`src/rtl/core/led_pattern_sequencer_core_assert.svh`:
```
// ----------------------------------------------------------------------------
// led pattern sequencer assertion macros
// Shared concurrent assertion forms, clocked on clk_i and disabled in reset.
// ----------------------------------------------------------------------------
`ifndef LED_PATTERN_SEQUENCER_CORE_ASSERT_SVH
`define LED_PATTERN_SEQUENCER_CORE_ASSERT_SVH

// same-cycle implication
`define LPS_ASSERT_IMPL(label, ante, cons, msg) \
  label: assert property (@(posedge clk_i) disable iff (!rst_ni) (ante) |-> (cons)) \
    else $error(msg);

// next-cycle implication
`define LPS_ASSERT_NEXT(label, ante, cons, msg) \
  label: assert property (@(posedge clk_i) disable iff (!rst_ni) (ante) |=> (cons)) \
    else $error(msg);

`endif

```
`src/rtl/core/lps_pkg.sv`:
```
// ----------------------------------------------------------------------------
// lps_pkg
// Types and fixed field widths of the led pattern sequencer.
// ----------------------------------------------------------------------------
package lps_pkg;

  localparam int CMD_W   = 2;
  localparam int LEVEL_W = 8;
  localparam int DUR_W   = 8;
  localparam int OFS_W   = 4;
  localparam int PEND_W  = 4;
  localparam int TIMER_W = 12;

  typedef enum logic [CMD_W-1:0] {
    LPS_CMD_TICK   = 2'd0,
    LPS_CMD_APPEND = 2'd1,
    LPS_CMD_LOOP   = 2'd2,
    LPS_CMD_STOP   = 2'd3
  } lps_cmd_e;

  typedef enum logic {
    LPS_IDLE = 1'b0,
    LPS_LOAD = 1'b1
  } lps_state_e;

  typedef struct packed {
    logic apply;
    logic load;
  } lps_ctrl_t;

  typedef struct packed {
    logic fetch_needed;
  } lps_stat_t;

endpackage

```
`src/rtl/core/led_pattern_sequencer_core.sv`:
```
// ----------------------------------------------------------------------------
// led_pattern_sequencer_core
// LED brightness sequencer playing a ring of (level, duration) steps.
// ----------------------------------------------------------------------------
// One input word gives one result word. Append, set-loop-point, stop and
// ticks that only count the step timer apply at once; a tick that starts
// the next step passes the load state, as the step ring is read through a
// registered port. A result waits in the output register while the next word
// is taken, provided the output side takes the waiting word in that same cycle.
module led_pattern_sequencer_core #(
  parameter int RING_DEPTH     = 16,
  parameter int TICKS_PER_UNIT = 10
) (
  input  logic        clk_i,
  input  logic        rst_ni,
  input  logic        s_axis_tvalid_i,
  output logic        s_axis_tready_o,
  input  logic [23:0] s_axis_tdata_i,  // step_level, step_duration, loop_offset, zero pad
  input  logic [1:0]  s_axis_tuser_i,  // command
  output logic        m_axis_tvalid_o,
  input  logic        m_axis_tready_i,
  output logic [15:0] m_axis_tdata_o   // led_level, pending_steps, zero pad
);

  lps_pkg::lps_ctrl_t ctrl;
  lps_pkg::lps_stat_t stat;

  logic [lps_pkg::LEVEL_W-1:0] led_level;
  logic [lps_pkg::PEND_W-1:0]  pending_steps;

  lps_ctrl u_ctrl (
    .clk_i      (clk_i),
    .rst_ni     (rst_ni),
    .s_tvalid_i (s_axis_tvalid_i),
    .s_tready_o (s_axis_tready_o),
    .m_tvalid_o (m_axis_tvalid_o),
    .m_tready_i (m_axis_tready_i),
    .stat_i     (stat),
    .ctrl_o     (ctrl)
  );

  lps_dp #(
    .RING_DEPTH     (RING_DEPTH),
    .TICKS_PER_UNIT (TICKS_PER_UNIT)
  ) u_dp (
    .clk_i           (clk_i),
    .rst_ni          (rst_ni),
    .ctrl_i          (ctrl),
    .stat_o          (stat),
    .command_i       (s_axis_tuser_i),
    .step_level_i    (s_axis_tdata_i[7:0]),
    .step_duration_i (s_axis_tdata_i[15:8]),
    .loop_offset_i   (s_axis_tdata_i[19:16]),
    .led_level_o     (led_level),
    .pending_steps_o (pending_steps)
  );

  assign m_axis_tdata_o = {4'b0000, pending_steps, led_level};

endmodule

```
`src/rtl/core/lps_ctrl.sv`:
```
// ----------------------------------------------------------------------------
// lps_ctrl
// Handshake control and step-fetch sequencing of the led pattern sequencer.
// ----------------------------------------------------------------------------
`include "led_pattern_sequencer_core_assert.svh"

module lps_ctrl (
  input  logic              clk_i,
  input  logic              rst_ni,
  input  logic              s_tvalid_i,
  output logic              s_tready_o,
  output logic              m_tvalid_o,
  input  logic              m_tready_i,
  input  lps_pkg::lps_stat_t stat_i,
  output lps_pkg::lps_ctrl_t ctrl_o
);

  lps_pkg::lps_state_e state_q, state_d;
  logic                out_valid_q, out_valid_d;
  logic                accept;

  always_ff @(posedge clk_i or negedge rst_ni) begin
    if (!rst_ni) begin
      state_q     <= lps_pkg::LPS_IDLE;
      out_valid_q <= 1'b0;
    end else begin
      state_q     <= state_d;
      out_valid_q <= out_valid_d;
    end
  end

  always_comb begin
    state_d = state_q;
    case (state_q)
      lps_pkg::LPS_IDLE: begin
        if (accept && stat_i.fetch_needed) begin
          state_d = lps_pkg::LPS_LOAD;
        end
      end
      lps_pkg::LPS_LOAD: begin
        state_d = lps_pkg::LPS_IDLE;
      end
      default: begin
        state_d = lps_pkg::LPS_IDLE;
      end
    endcase
  end

  always_comb begin
    s_tready_o   = (state_q == lps_pkg::LPS_IDLE) && (!out_valid_q || m_tready_i);
    accept       = s_tready_o && s_tvalid_i;
    ctrl_o.apply = accept && !stat_i.fetch_needed;
    ctrl_o.load  = (state_q == lps_pkg::LPS_LOAD);
    if (ctrl_o.apply || ctrl_o.load) begin
      out_valid_d = 1'b1;
    end else if (m_tready_i) begin
      out_valid_d = 1'b0;
    end else begin
      out_valid_d = out_valid_q;
    end
  end

  assign m_tvalid_o = out_valid_q;

  `LPS_ASSERT_NEXT(a_fetch_enters_load, accept && stat_i.fetch_needed,
                   state_q == lps_pkg::LPS_LOAD && !out_valid_q, "fetch did not enter load")
  `LPS_ASSERT_IMPL(a_load_output_free, state_q == lps_pkg::LPS_LOAD, !out_valid_q,
                   "output word occupied during load")
  `LPS_ASSERT_NEXT(a_result_presented, ctrl_o.apply || ctrl_o.load, out_valid_q,
                   "result word not presented")

endmodule

```
`src/rtl/core/lps_dp.sv`:
```
// ----------------------------------------------------------------------------
// lps_dp
// Step ring, pointers, step timer and result word register.
// ----------------------------------------------------------------------------
`include "led_pattern_sequencer_core_assert.svh"

module lps_dp #(
  parameter int RING_DEPTH     = 16,
  parameter int TICKS_PER_UNIT = 10
) (
  input  logic                          clk_i,
  input  logic                          rst_ni,
  input  lps_pkg::lps_ctrl_t            ctrl_i,
  output lps_pkg::lps_stat_t            stat_o,
  input  logic [lps_pkg::CMD_W-1:0]     command_i,
  input  logic [lps_pkg::LEVEL_W-1:0]   step_level_i,
  input  logic [lps_pkg::DUR_W-1:0]     step_duration_i,
  input  logic [lps_pkg::OFS_W-1:0]     loop_offset_i,
  output logic [lps_pkg::LEVEL_W-1:0]   led_level_o,
  output logic [lps_pkg::PEND_W-1:0]    pending_steps_o
);

  localparam int PTR_W  = (RING_DEPTH > 1) ? $clog2(RING_DEPTH) : 1;
  localparam int SUM_W  = ((PTR_W > lps_pkg::OFS_W) ? PTR_W : lps_pkg::OFS_W) + 1;
  localparam int PEXT_W = (PTR_W > lps_pkg::PEND_W) ? PTR_W : lps_pkg::PEND_W;
  localparam int ENT_W  = lps_pkg::LEVEL_W + lps_pkg::DUR_W;
  localparam int PROD_W = lps_pkg::DUR_W + 5;

  localparam logic [PTR_W-1:0] PtrLast  = PTR_W'(RING_DEPTH - 1);
  localparam logic [SUM_W-1:0] DepthSum = SUM_W'(RING_DEPTH);
  localparam logic [PTR_W:0]   DepthExt = (PTR_W + 1)'(RING_DEPTH);

  logic [ENT_W-1:0]            ring_mem [RING_DEPTH];
  logic [ENT_W-1:0]            rd_q;

  logic [PTR_W-1:0]            rp_q, rp_d, wp_q, wp_d, lp_q, lp_d;
  logic [lps_pkg::TIMER_W-1:0] timer_q, timer_d;
  logic [lps_pkg::LEVEL_W-1:0] level_q, level_d;
  logic [lps_pkg::LEVEL_W-1:0] led_q;
  logic [lps_pkg::PEND_W-1:0]  pend_q;

  logic [lps_pkg::TIMER_W-1:0] timer_dec;
  logic [SUM_W-1:0]            ofs_mod, loop_sum;
  logic [PTR_W:0]              pend_diff;
  logic [PEXT_W-1:0]           pend_ext;
  logic [PROD_W-1:0]           prod;
  logic                        is_tick, is_append, is_loop, is_stop;

  function automatic logic [PTR_W-1:0] ring_next(input logic [PTR_W-1:0] p);
    if (p == PtrLast) begin
      return '0;
    end
    return p + 1'b1;
  endfunction

  assign is_tick   = (command_i == lps_pkg::LPS_CMD_TICK);
  assign is_append = (command_i == lps_pkg::LPS_CMD_APPEND);
  assign is_loop   = (command_i == lps_pkg::LPS_CMD_LOOP);
  assign is_stop   = (command_i == lps_pkg::LPS_CMD_STOP);

  assign stat_o.fetch_needed = is_tick && (timer_q == '0) && (wp_q != rp_q);

  // ring write and registered read at the read pointer
  always_ff @(posedge clk_i) begin
    if (ctrl_i.apply && is_append) begin
      ring_mem[wp_q] <= {step_duration_i, step_level_i};
    end
    rd_q <= ring_mem[rp_q];
  end

  // offset reduced modulo the ring depth, then added to the write pointer
  always_comb begin
    ofs_mod = SUM_W'(loop_offset_i);
    for (int i = 0; i < 8; i++) begin
      if (ofs_mod >= DepthSum) begin
        ofs_mod = ofs_mod - DepthSum;
      end
    end
    loop_sum = SUM_W'(wp_q) + ofs_mod;
    if (loop_sum >= DepthSum) begin
      loop_sum = loop_sum - DepthSum;
    end
  end

  assign timer_dec = timer_q - 1'b1;
  assign prod      = PROD_W'(TICKS_PER_UNIT) * PROD_W'(rd_q[ENT_W-1:lps_pkg::LEVEL_W]);

  always_comb begin
    rp_d    = rp_q;
    wp_d    = wp_q;
    lp_d    = lp_q;
    timer_d = timer_q;
    level_d = level_q;
    if (ctrl_i.load) begin
      level_d = rd_q[lps_pkg::LEVEL_W-1:0];
      timer_d = prod[lps_pkg::TIMER_W-1:0];
      rp_d    = ring_next(rp_q);
    end else if (ctrl_i.apply) begin
      if (is_tick) begin
        if (timer_q != '0) begin
          timer_d = timer_dec;
          if ((timer_dec == '0) && (wp_q == rp_q) && (lp_q != rp_q)) begin
            rp_d = lp_q;
          end
        end
      end else if (is_append) begin
        wp_d = ring_next(wp_q);
      end else if (is_loop) begin
        lp_d = loop_sum[PTR_W-1:0];
      end else if (is_stop) begin
        timer_d = '0;
        rp_d    = '0;
        wp_d    = '0;
        lp_d    = '0;
        level_d = step_level_i;
      end
    end
  end

  // pending count from the updated pointers
  always_comb begin
    pend_diff = {1'b0, wp_d} - {1'b0, rp_d};
    if (pend_diff[PTR_W]) begin
      pend_diff = pend_diff + DepthExt;
    end
    pend_ext = PEXT_W'(pend_diff[PTR_W-1:0]);
  end

  always_ff @(posedge clk_i or negedge rst_ni) begin
    if (!rst_ni) begin
      rp_q    <= '0;
      wp_q    <= '0;
      lp_q    <= '0;
      timer_q <= '0;
      level_q <= '0;
    end else begin
      rp_q    <= rp_d;
      wp_q    <= wp_d;
      lp_q    <= lp_d;
      timer_q <= timer_d;
      level_q <= level_d;
    end
  end

  // result word payload
  always_ff @(posedge clk_i) begin
    if (ctrl_i.apply || ctrl_i.load) begin
      led_q  <= level_d;
      pend_q <= pend_ext[lps_pkg::PEND_W-1:0];
    end
  end

  assign led_level_o     = led_q;
  assign pending_steps_o = pend_q;

  `LPS_ASSERT_NEXT(a_stop_clears, ctrl_i.apply && is_stop,
                   timer_q == '0 && rp_q == '0 && wp_q == '0 && lp_q == '0,
                   "stop did not clear pointers and timer")
  `LPS_ASSERT_IMPL(a_ptr_range, 1'b1,
                   {1'b0, rp_q} < DepthExt && {1'b0, wp_q} < DepthExt &&
                   {1'b0, lp_q} < DepthExt, "pointer beyond ring depth")

endmodule

```
`config.mk`:
```
export PLATFORM = sky130hd
export DESIGN_NAME = led_pattern_sequencer_core
export DESIGN_NICKNAME = d
export VERILOG_FILES = /design/src/rtl/core/lps_pkg.sv /design/src/rtl/core/led_pattern_sequencer_core.sv /design/src/rtl/core/lps_ctrl.sv /design/src/rtl/core/lps_dp.sv
export VERILOG_INCLUDE_DIRS = /design/src /design/src/rtl/core
export SDC_FILE = /design/constraint.sdc
export NUM_CORES = 1
export LEC_CHECK = 0
export BUFFER_PORTS_ARGS = -buffer_cell sky130_fd_sc_hd__buf_2
export CAP_MARGIN = 20
export CORE_MARGIN = 2
export CORE_UTILIZATION = 50
export CTS_BUF_LIST = sky130_fd_sc_hd__clkbuf_16
export DETAILED_ROUTE_END_ITERATION = 7
export GPL_TIMING_DRIVEN = 0
export HOLD_SLACK_MARGIN = 0.1
export PLACE_DENSITY = 0.67
export SETUP_SLACK_MARGIN = 0.15
export SLEW_MARGIN = 40
export SYNTH_ARGS = -nofsm -noshare
export SYNTH_HDL_FRONTEND = slang
export SYNTH_SLANG_ARGS = --single-unit
export TNS_END_PERCENT = 1
```
`constraint.sdc`:
```
create_clock -name clk_i -period 3.3 [get_ports clk_i]
set_input_delay 0.825 -clock clk_i [delete_from_list [all_inputs] [get_ports clk_i]]
set_output_delay 0.825 -clock clk_i [all_outputs]
set_load 0.005 [all_outputs]
```
==> impl_metrics.yaml, run 1 <==
route:
  wire_per_inst_um: 25.3
  via_per_inst: 6.09
  ant_nets: 0
  drt_pass1_iterations: 5
  drt_iter0_drc: 697
  num_vias: 7317
  finalWirelength_um: 30300
  drc: 0
synthesis:
  ys_async_sr_fraction_pct: 10.7
  ys_seq_elements: 318
  synth-seq-area-share_pct: 70.2
  syn_inst: 727
  synth_top_flop_cell: "edfxtp_1"
  synth_edf_count: 268
  synth_area_mm2: 0.0131
  synth_warnings: 0
  ys_types: 60
  synth.avg_cell_area_um2: 18.1
layout:
  final_layout_size_suffix_gt1_share_pct: 31.8
  n_antenna_cell: 0
  final_cell_mix: "edfxtp_1, mux4_2, buf_2"
  area_growth_pct: 18.8
  fin_nets: 899
  mostFrequentLayoutCell: "edfxtp_1"
  stdcell_count: 1201
sta:
  slew_violations: 0
  fin_worst_hold_slack_ns: 0.294
  worstMarginPinSlew_ns: 0.878
  finalWorstSetupSlack_ns: -0.0861
  max_slew_margin_pct: 41.5
  setup_violations: 1
  fin_crit_sh_pct: 103
  fmax_ghz: 0.295
  grt_setup_unrepaired: "true"
  finalHoldViolations: 0
  tns_ns: -0.0861
  finClkSkew_ns: 0.0186
  layout_min_cycle_time_ns: 3.39
flow_run:
  max_cap_violations: 0
floorplan:
  fp.dieH_um: 166
  dieArea_mm2: 0.0276
  initial_core_util_pct: 50.7
  ioPinCount: 48
  coreArea_mm2: 0.0259
  die_w_um: 166
  rows: 59
place:
  place.port_buffers: 37
  place_inst: 1124
  pre_cts_slack_ns: -0.420
  dpl.hpwl_um: 20000
  gp_congestion: 0.803
clocking:
  cts_max_level: 2
  clockBufferDepth: 3
  clock_latency_ns: 0.52
  cts-root-buf: "clkbuf_16"
  numCtsBuffers: 34
  clkSinkCount: 318
  cts_tree: "yes"
  clk_pin_slew_worst_paths_ns: 0.06
grt:
  grt.total_usage_pct: 22.2
  grt_pass1_wl_um: 45600
  grt_pass1_vias: 7623
  grt_start_max_net_pins: 35
  antenna_found_initial: 0
  overflow: 0
worst_hold_path:
  hp-class: "in2async"
pwr:
  leakagePower_nw: 5.32
  ir_worst_vdd_mv: 0.636
  p_per_area_mw_per_mm2: 782
  fin_total_pwr_mw: 12.2
worst_setup_path:
  ff2ff_path_depth: 14
  cp_max_fo: 8
  rrSetupSlack_ns: -0.09
  rr_startpoint: "u_dp.timer_q[1]"
  r2r-end: "u_dp.pending_steps_o[3]"
  worstPathRequired_ns: 3.55
  end_kind: "flop"
  crit_type: "reg2reg"
  crit_arrival_ns: 3.64
  startpoint_type: "flop"
run_status:
  status: "complete, but fails checks"
  violations: "setup timing"
[per-layer routing]
layer / part of all wire, % / wire length (µm) / track usage, %
met1: 39 / 12000 / 29.4
met3: 7.2 / 2190 / 4.19
met5: 0 / 0 / 0
met2: 51 / 15300 / 37.0
met4: 2.8 / 847 / 8.39
[repair_timing]
action / 4_1_cts / 5_1_grt
endpoints found under the setup margin: 9 / 41
hold buffers: 0 / 0
pin swaps: 10 / 13
resized for setup: 18 / 27
buffers inserted: 8 / 8
[synth_stat cells (all sizes together), types with 7 or more instances]
library cell | n | area (µm²)
nor2 | 26 | 97.6
mux4 | 80 | 1800
mux2i | 12 | 120
clkbuf | 23 | 86.3
dfrtp | 34 | 851
nand3 | 7 | 35.0
o21ai | 35 | 179
inv | 17 | 63.8
a21oi | 14 | 70.1
buf | 19 | 109
ha | 25 | 313
nor4 | 7 | 58.8
dfxtp | 16 | 320
xnor2 | 13 | 114
edfxtp | 268 | 8050
nand2 | 41 | 154
nor3 | 11 | 55.1
[kinds of logic after synthesis]
logic type | synth area share [%]
fa+ha+maj | 2.84
mux | 14.7
simple gates | 4.55
xor+xnor | 1.13
buf+inv | 1.97
compound gates | 4.61
other cells | 0.0285
flops | 70.2
[critical path: stages (launching register included)]
cell and delay, ns:
dfrtp_2 0.44, inv_2 0.09, ha_4 0.12, or3b_4 0.38, buf_8 0.15, nor4_4 0.33
a31oi_4 0.21, a21oi_4 0.23, a31oi_4 0.06, o221a_4 0.32, ha_4 0.22, a21o_1 0.16
a21oi_2 0.18, xnor2_2 0.15, xnor2_1 0.11
[worst max-delay path by stage]
stage,start,end,cells past startpoint
after floorplan,u_dp.timer_q[1],u_dp.pending_steps_o[3],14
final,u_dp.timer_q[1],u_dp.pending_steps_o[3],14
after detailed placement,u_dp.timer_q[0],u_dp.pending_steps_o[3],14
after global routing,u_dp.timer_q[1],u_dp.pending_steps_o[3],14
after global placement,s_axis_tuser_i[0],u_dp.ring_mem[3][10],5
after CTS,u_dp.timer_q[4],u_dp.pending_steps_o[3],13
[per-stage QoR]
step	area (µm²)	utilization, %
after CTS	15400	59.4
after floorplan	13200	-
final	15600	60.3
after global routing	15600	60.3
after detailed placement	14200	54.9
after global placement	13800	53.3
[registers in the layout, indices dropped and copies added, names as in the netlist]
| signal | cells |
|---|---|
| u_ctrl.m_tvalid_o | 1 |
| u_dp.rp_q | 4 |
| u_dp.rd_q | 16 |
| u_dp.timer_q | 12 |
| u_ctrl.state_q | 1 |
| u_dp.led_level_o | 8 |
| u_dp.wp_q | 4 |
| u_dp.ring_mem | 256 |
| u_dp.pending_steps_o | 4 |
| u_dp.lp_q | 4 |
| u_dp.level_q | 8 |
[where the power goes]
part,internal [mW],switching [mW],total (mW)
Clock,2.04,1.51,3.55
Combinational,1.77,1.93,3.70
Sequential,4.74,0.210,4.95
Total,8.56,3.65,12.2
[cell type report]
cell class	count	area, µm²
clock inverters	27	193
fillers	1853	10300
plain buffers	42	258
clock buffers	34	851
flip-flops and latches	318	9220
multi-input cells	353	4010
well taps	335	419
repair buffers	75	602
inverters	17	63.8
No activity file was read; power rests on OpenSTA's default activity.
==> inputs of run 2 (changes only) <==
- MAX_ROUTING_LAYER: default -> met4
- REMOVE_ABC_BUFFERS: default -> 1
==> run 2 against run 1 <==
The run now ends clean. Clock skew decreased by 0.0044 ns. Cell area is 0.80% lower. Worst setup slack improved by 0.11 ns. Fmax is 3.3% higher. Via count shrank 3.9%. Cell count shrank 2.1%. Largest power group unchanged. Core utilization is 0.48 points lower. Flip-flop and latch count unchanged. Total power is 4.1% lower.
==> impl_metrics.yaml, run 2 (synthesis gave the netlist of run 1 again) <==
layout:
  area_growth_pct: 17.9
  mostFrequentLayoutCell: "edfxtp_1"
  regMostFlops: "u_dp.ring_mem"
  largest_register_ffs: 256
  n_antenna_cell: 0
  final_cell_mix: "edfxtp_1, mux4_2, nand2_1"
  fillers: 1837
  reg_top3: "u_dp.ring_mem (256), u_dp.rd_q (16), u_dp.timer_q (12)"
  final_layout_size_suffix_gt1_share_pct: 32.8
  stdcell_count: 1176
  fin_nets: 874
route:
  drt_pass1_iterations: 5
  wire_per_inst_um: 24.7
  num_vias: 7033
  via_per_inst: 5.98
  finalWirelength_um: 29100
  drc: 0
  ant_nets: 0
  drt_iter0_drc: 766
clocking:
  clock_latency_ns: 0.56
  cts_hold_buf: 0
  cts_max_level: 1
  cts_tree: "yes"
  numCtsBuffers: 31
  clockBufferDepth: 3
  cts-root-buf: "clkbuf_16"
  clkSinkCount: 318
  clk_pin_slew_worst_paths_ns: 0.06
sta:
  worstMarginPinSlew_ns: 0.739
  layout_min_cycle_time_ns: 3.28
  grt_setup_unrepaired: "true"
  fin_worst_hold_slack_ns: 0.238
  slew_violations: 0
  max_slew_margin_pct: 50.6
  fmax_ghz: 0.305
  setup_violations: 0
  tns_ns: 0
  finalHoldViolations: 0
  fin_crit_sh_pct: 99.3
  finClkSkew_ns: 0.0143
worst_setup_path:
  end_kind: "flop"
  rr_startpoint: "u_dp.timer_q[1]"
  crit_arrival_ns: 3.59
  rrSetupSlack_ns: 0.02
  cp_slowest_cell: "dfrtp_2"
  worstPathRequired_ns: 3.62
  startpoint_type: "flop"
  ff2ff_path_depth: 13
  crit_chain: "inv_2, ha_4, or3b_4, nor4_4, a31oi_4, a21oi_4, a31oi_4, o221a_1, ha_1, a21o_1, a21oi_2, xnor2_1, xnor2_1"
  crit_type: "reg2reg"
  cp_max_fo: 5
  max_stage_delay_ns: 0.43
  r2r-end: "u_dp.pending_steps_o[3]"
floorplan:
  ioPinCount: 48
  dieArea_mm2: 0.0276
  initial_core_util_pct: 50.7
  die_w_um: 166
  coreArea_mm2: 0.0259
  fp.dieH_um: 166
  rows: 59
place:
  place_inst: 1090
  place.port_buffers: 39
  gp_congestion: 0.815
  dpl.hpwl_um: 18200
run_status:
  status: "finished clean"
grt:
  overflow: 0
  antenna_found_initial: 0
  grt_pass1_vias: 7183
  grt.total_usage_pct: 21.7
  grt_start_max_net_pins: 45
  grt_pass1_wl_um: 43600
pwr:
  p_sw_mw: 3.47
  internal_power_mw: 8.24
  ir_worst_vdd_mv: 0.562
  pwr-share-comb_pct: 29.6
  p_per_area_mw_per_mm2: 756
  leakagePower_nw: 5.25
  switching_share_pct: 29.6
  clkPwrFrac_pct: 26.9
  pwr-share-seq_pct: 43.5
  fin_total_pwr_mw: 11.7
flow_run:
  max_cap_violations: 0
worst_hold_path:
  hp-class: "in2async"
==> run 2: changes by cell type in the layout (fill, tap and decap cells not counted), moves of 5 or more <==
cell / delta
buf_12: +5
buf_16: +5
buf_2: -12
buf_4: +11
buf_8: -5
clkbuf_1: -14
clkbuf_2: -6
clkinv_1: -5
dfrtp_1: -10
dfrtp_2: +5
dfrtp_4: +5
inv_1: +5
==> run 2: what timing repair did <==
item | in CTS | in global routing
resized for setup | 31 | 13
setup endpoints to repair | 24 | 20
setup buffers | 24 | 4
pin swaps | 12 | 14
cloned | 0 | 0
==> run 2: power groups by stage <==
stage                     combinational [mW]  sequential (mW)  clock [mW]
after floorplan                         2.09             5.26           0
after global placement                  2.62             5.44           0
after detailed placement                2.93             5.23           0
after CTS                               3.41             5.08        3.19
after global routing                    3.78             5.13        3.35
final                                   3.47             5.09        3.15
==> run 2: final cells by class <==
cell class | instances | area (µm²) | share of cell area (%)
timing repair buffer | 95 | 916 | 5.91
clock buffer | 31 | 776 | 5.01
inverter | 17 | 63.8 | 0.412
multi-input combinational | 353 | 3940 | 25.4
clock inverter | 27 | 133 | 0.856
sequential | 318 | 9250 | 59.7
tap | 335 | 419 | 2.71
==> run 2: how the worst max path moves through the flow <==
| stage | slack, ns | startpoint | to | depth (start not counted) |
|---|---|---|---|---|
| 3_5_place_dp | -0.57 | u_dp.timer_q[0] | u_dp.pending_steps_o[3] | 13 |
| 6_report | 0.02 | u_dp.timer_q[1] | u_dp.pending_steps_o[3] | 13 |
| 5_1_grt | -0.09 | u_dp.wp_q[2] | u_dp.pending_steps_o[3] | 12 |
| 4_1_cts | 0.10 | u_dp.timer_q[7] | u_dp.pending_steps_o[3] | 11 |
| 3_3_place_gp | -3.22 | u_dp.rp_q[0] | u_dp.pending_steps_o[2] | 10 |
| 2_1_floorplan | -1.78 | u_dp.rp_q[0] | u_dp.pending_steps_o[2] | 10 |
==> run 2: per-layer routing <==
metal  vias to the layer above  GRT usage [%]  share of wire (%)
met4                         0           6.50                3.4
met1                      3625           27.6                 40
li1                       3083              -                  -
met3                        70           3.65                5.2
met5                         -              -                  0
met2                       255           36.4                 51
==> run 2: stage by stage <==
stage	worst slack (ns)	area (µm²)	util, %
floorplan	-1.78	13000	-
global route	-0.0875	15500	59.8
CTS	0.101	15400	59.3
global placement	-3.22	13600	52.4
detailed placement	-0.571	14100	54.6
finish	0.0232	15500	59.8
==> run 2: worst max-delay path: cells and delay by family (launching register included) <==
family | cells | cell delay [ns]
flip-flops | 1 | 0.43
XOR/XNOR | 2 | 0.24
AO/OA/AOI/OAI | 6 | 1.06
adder cells (fa/ha/maj) | 2 | 0.43
buffers and inverters | 1 | 0.09
AND/OR/NAND/NOR | 2 | 0.78
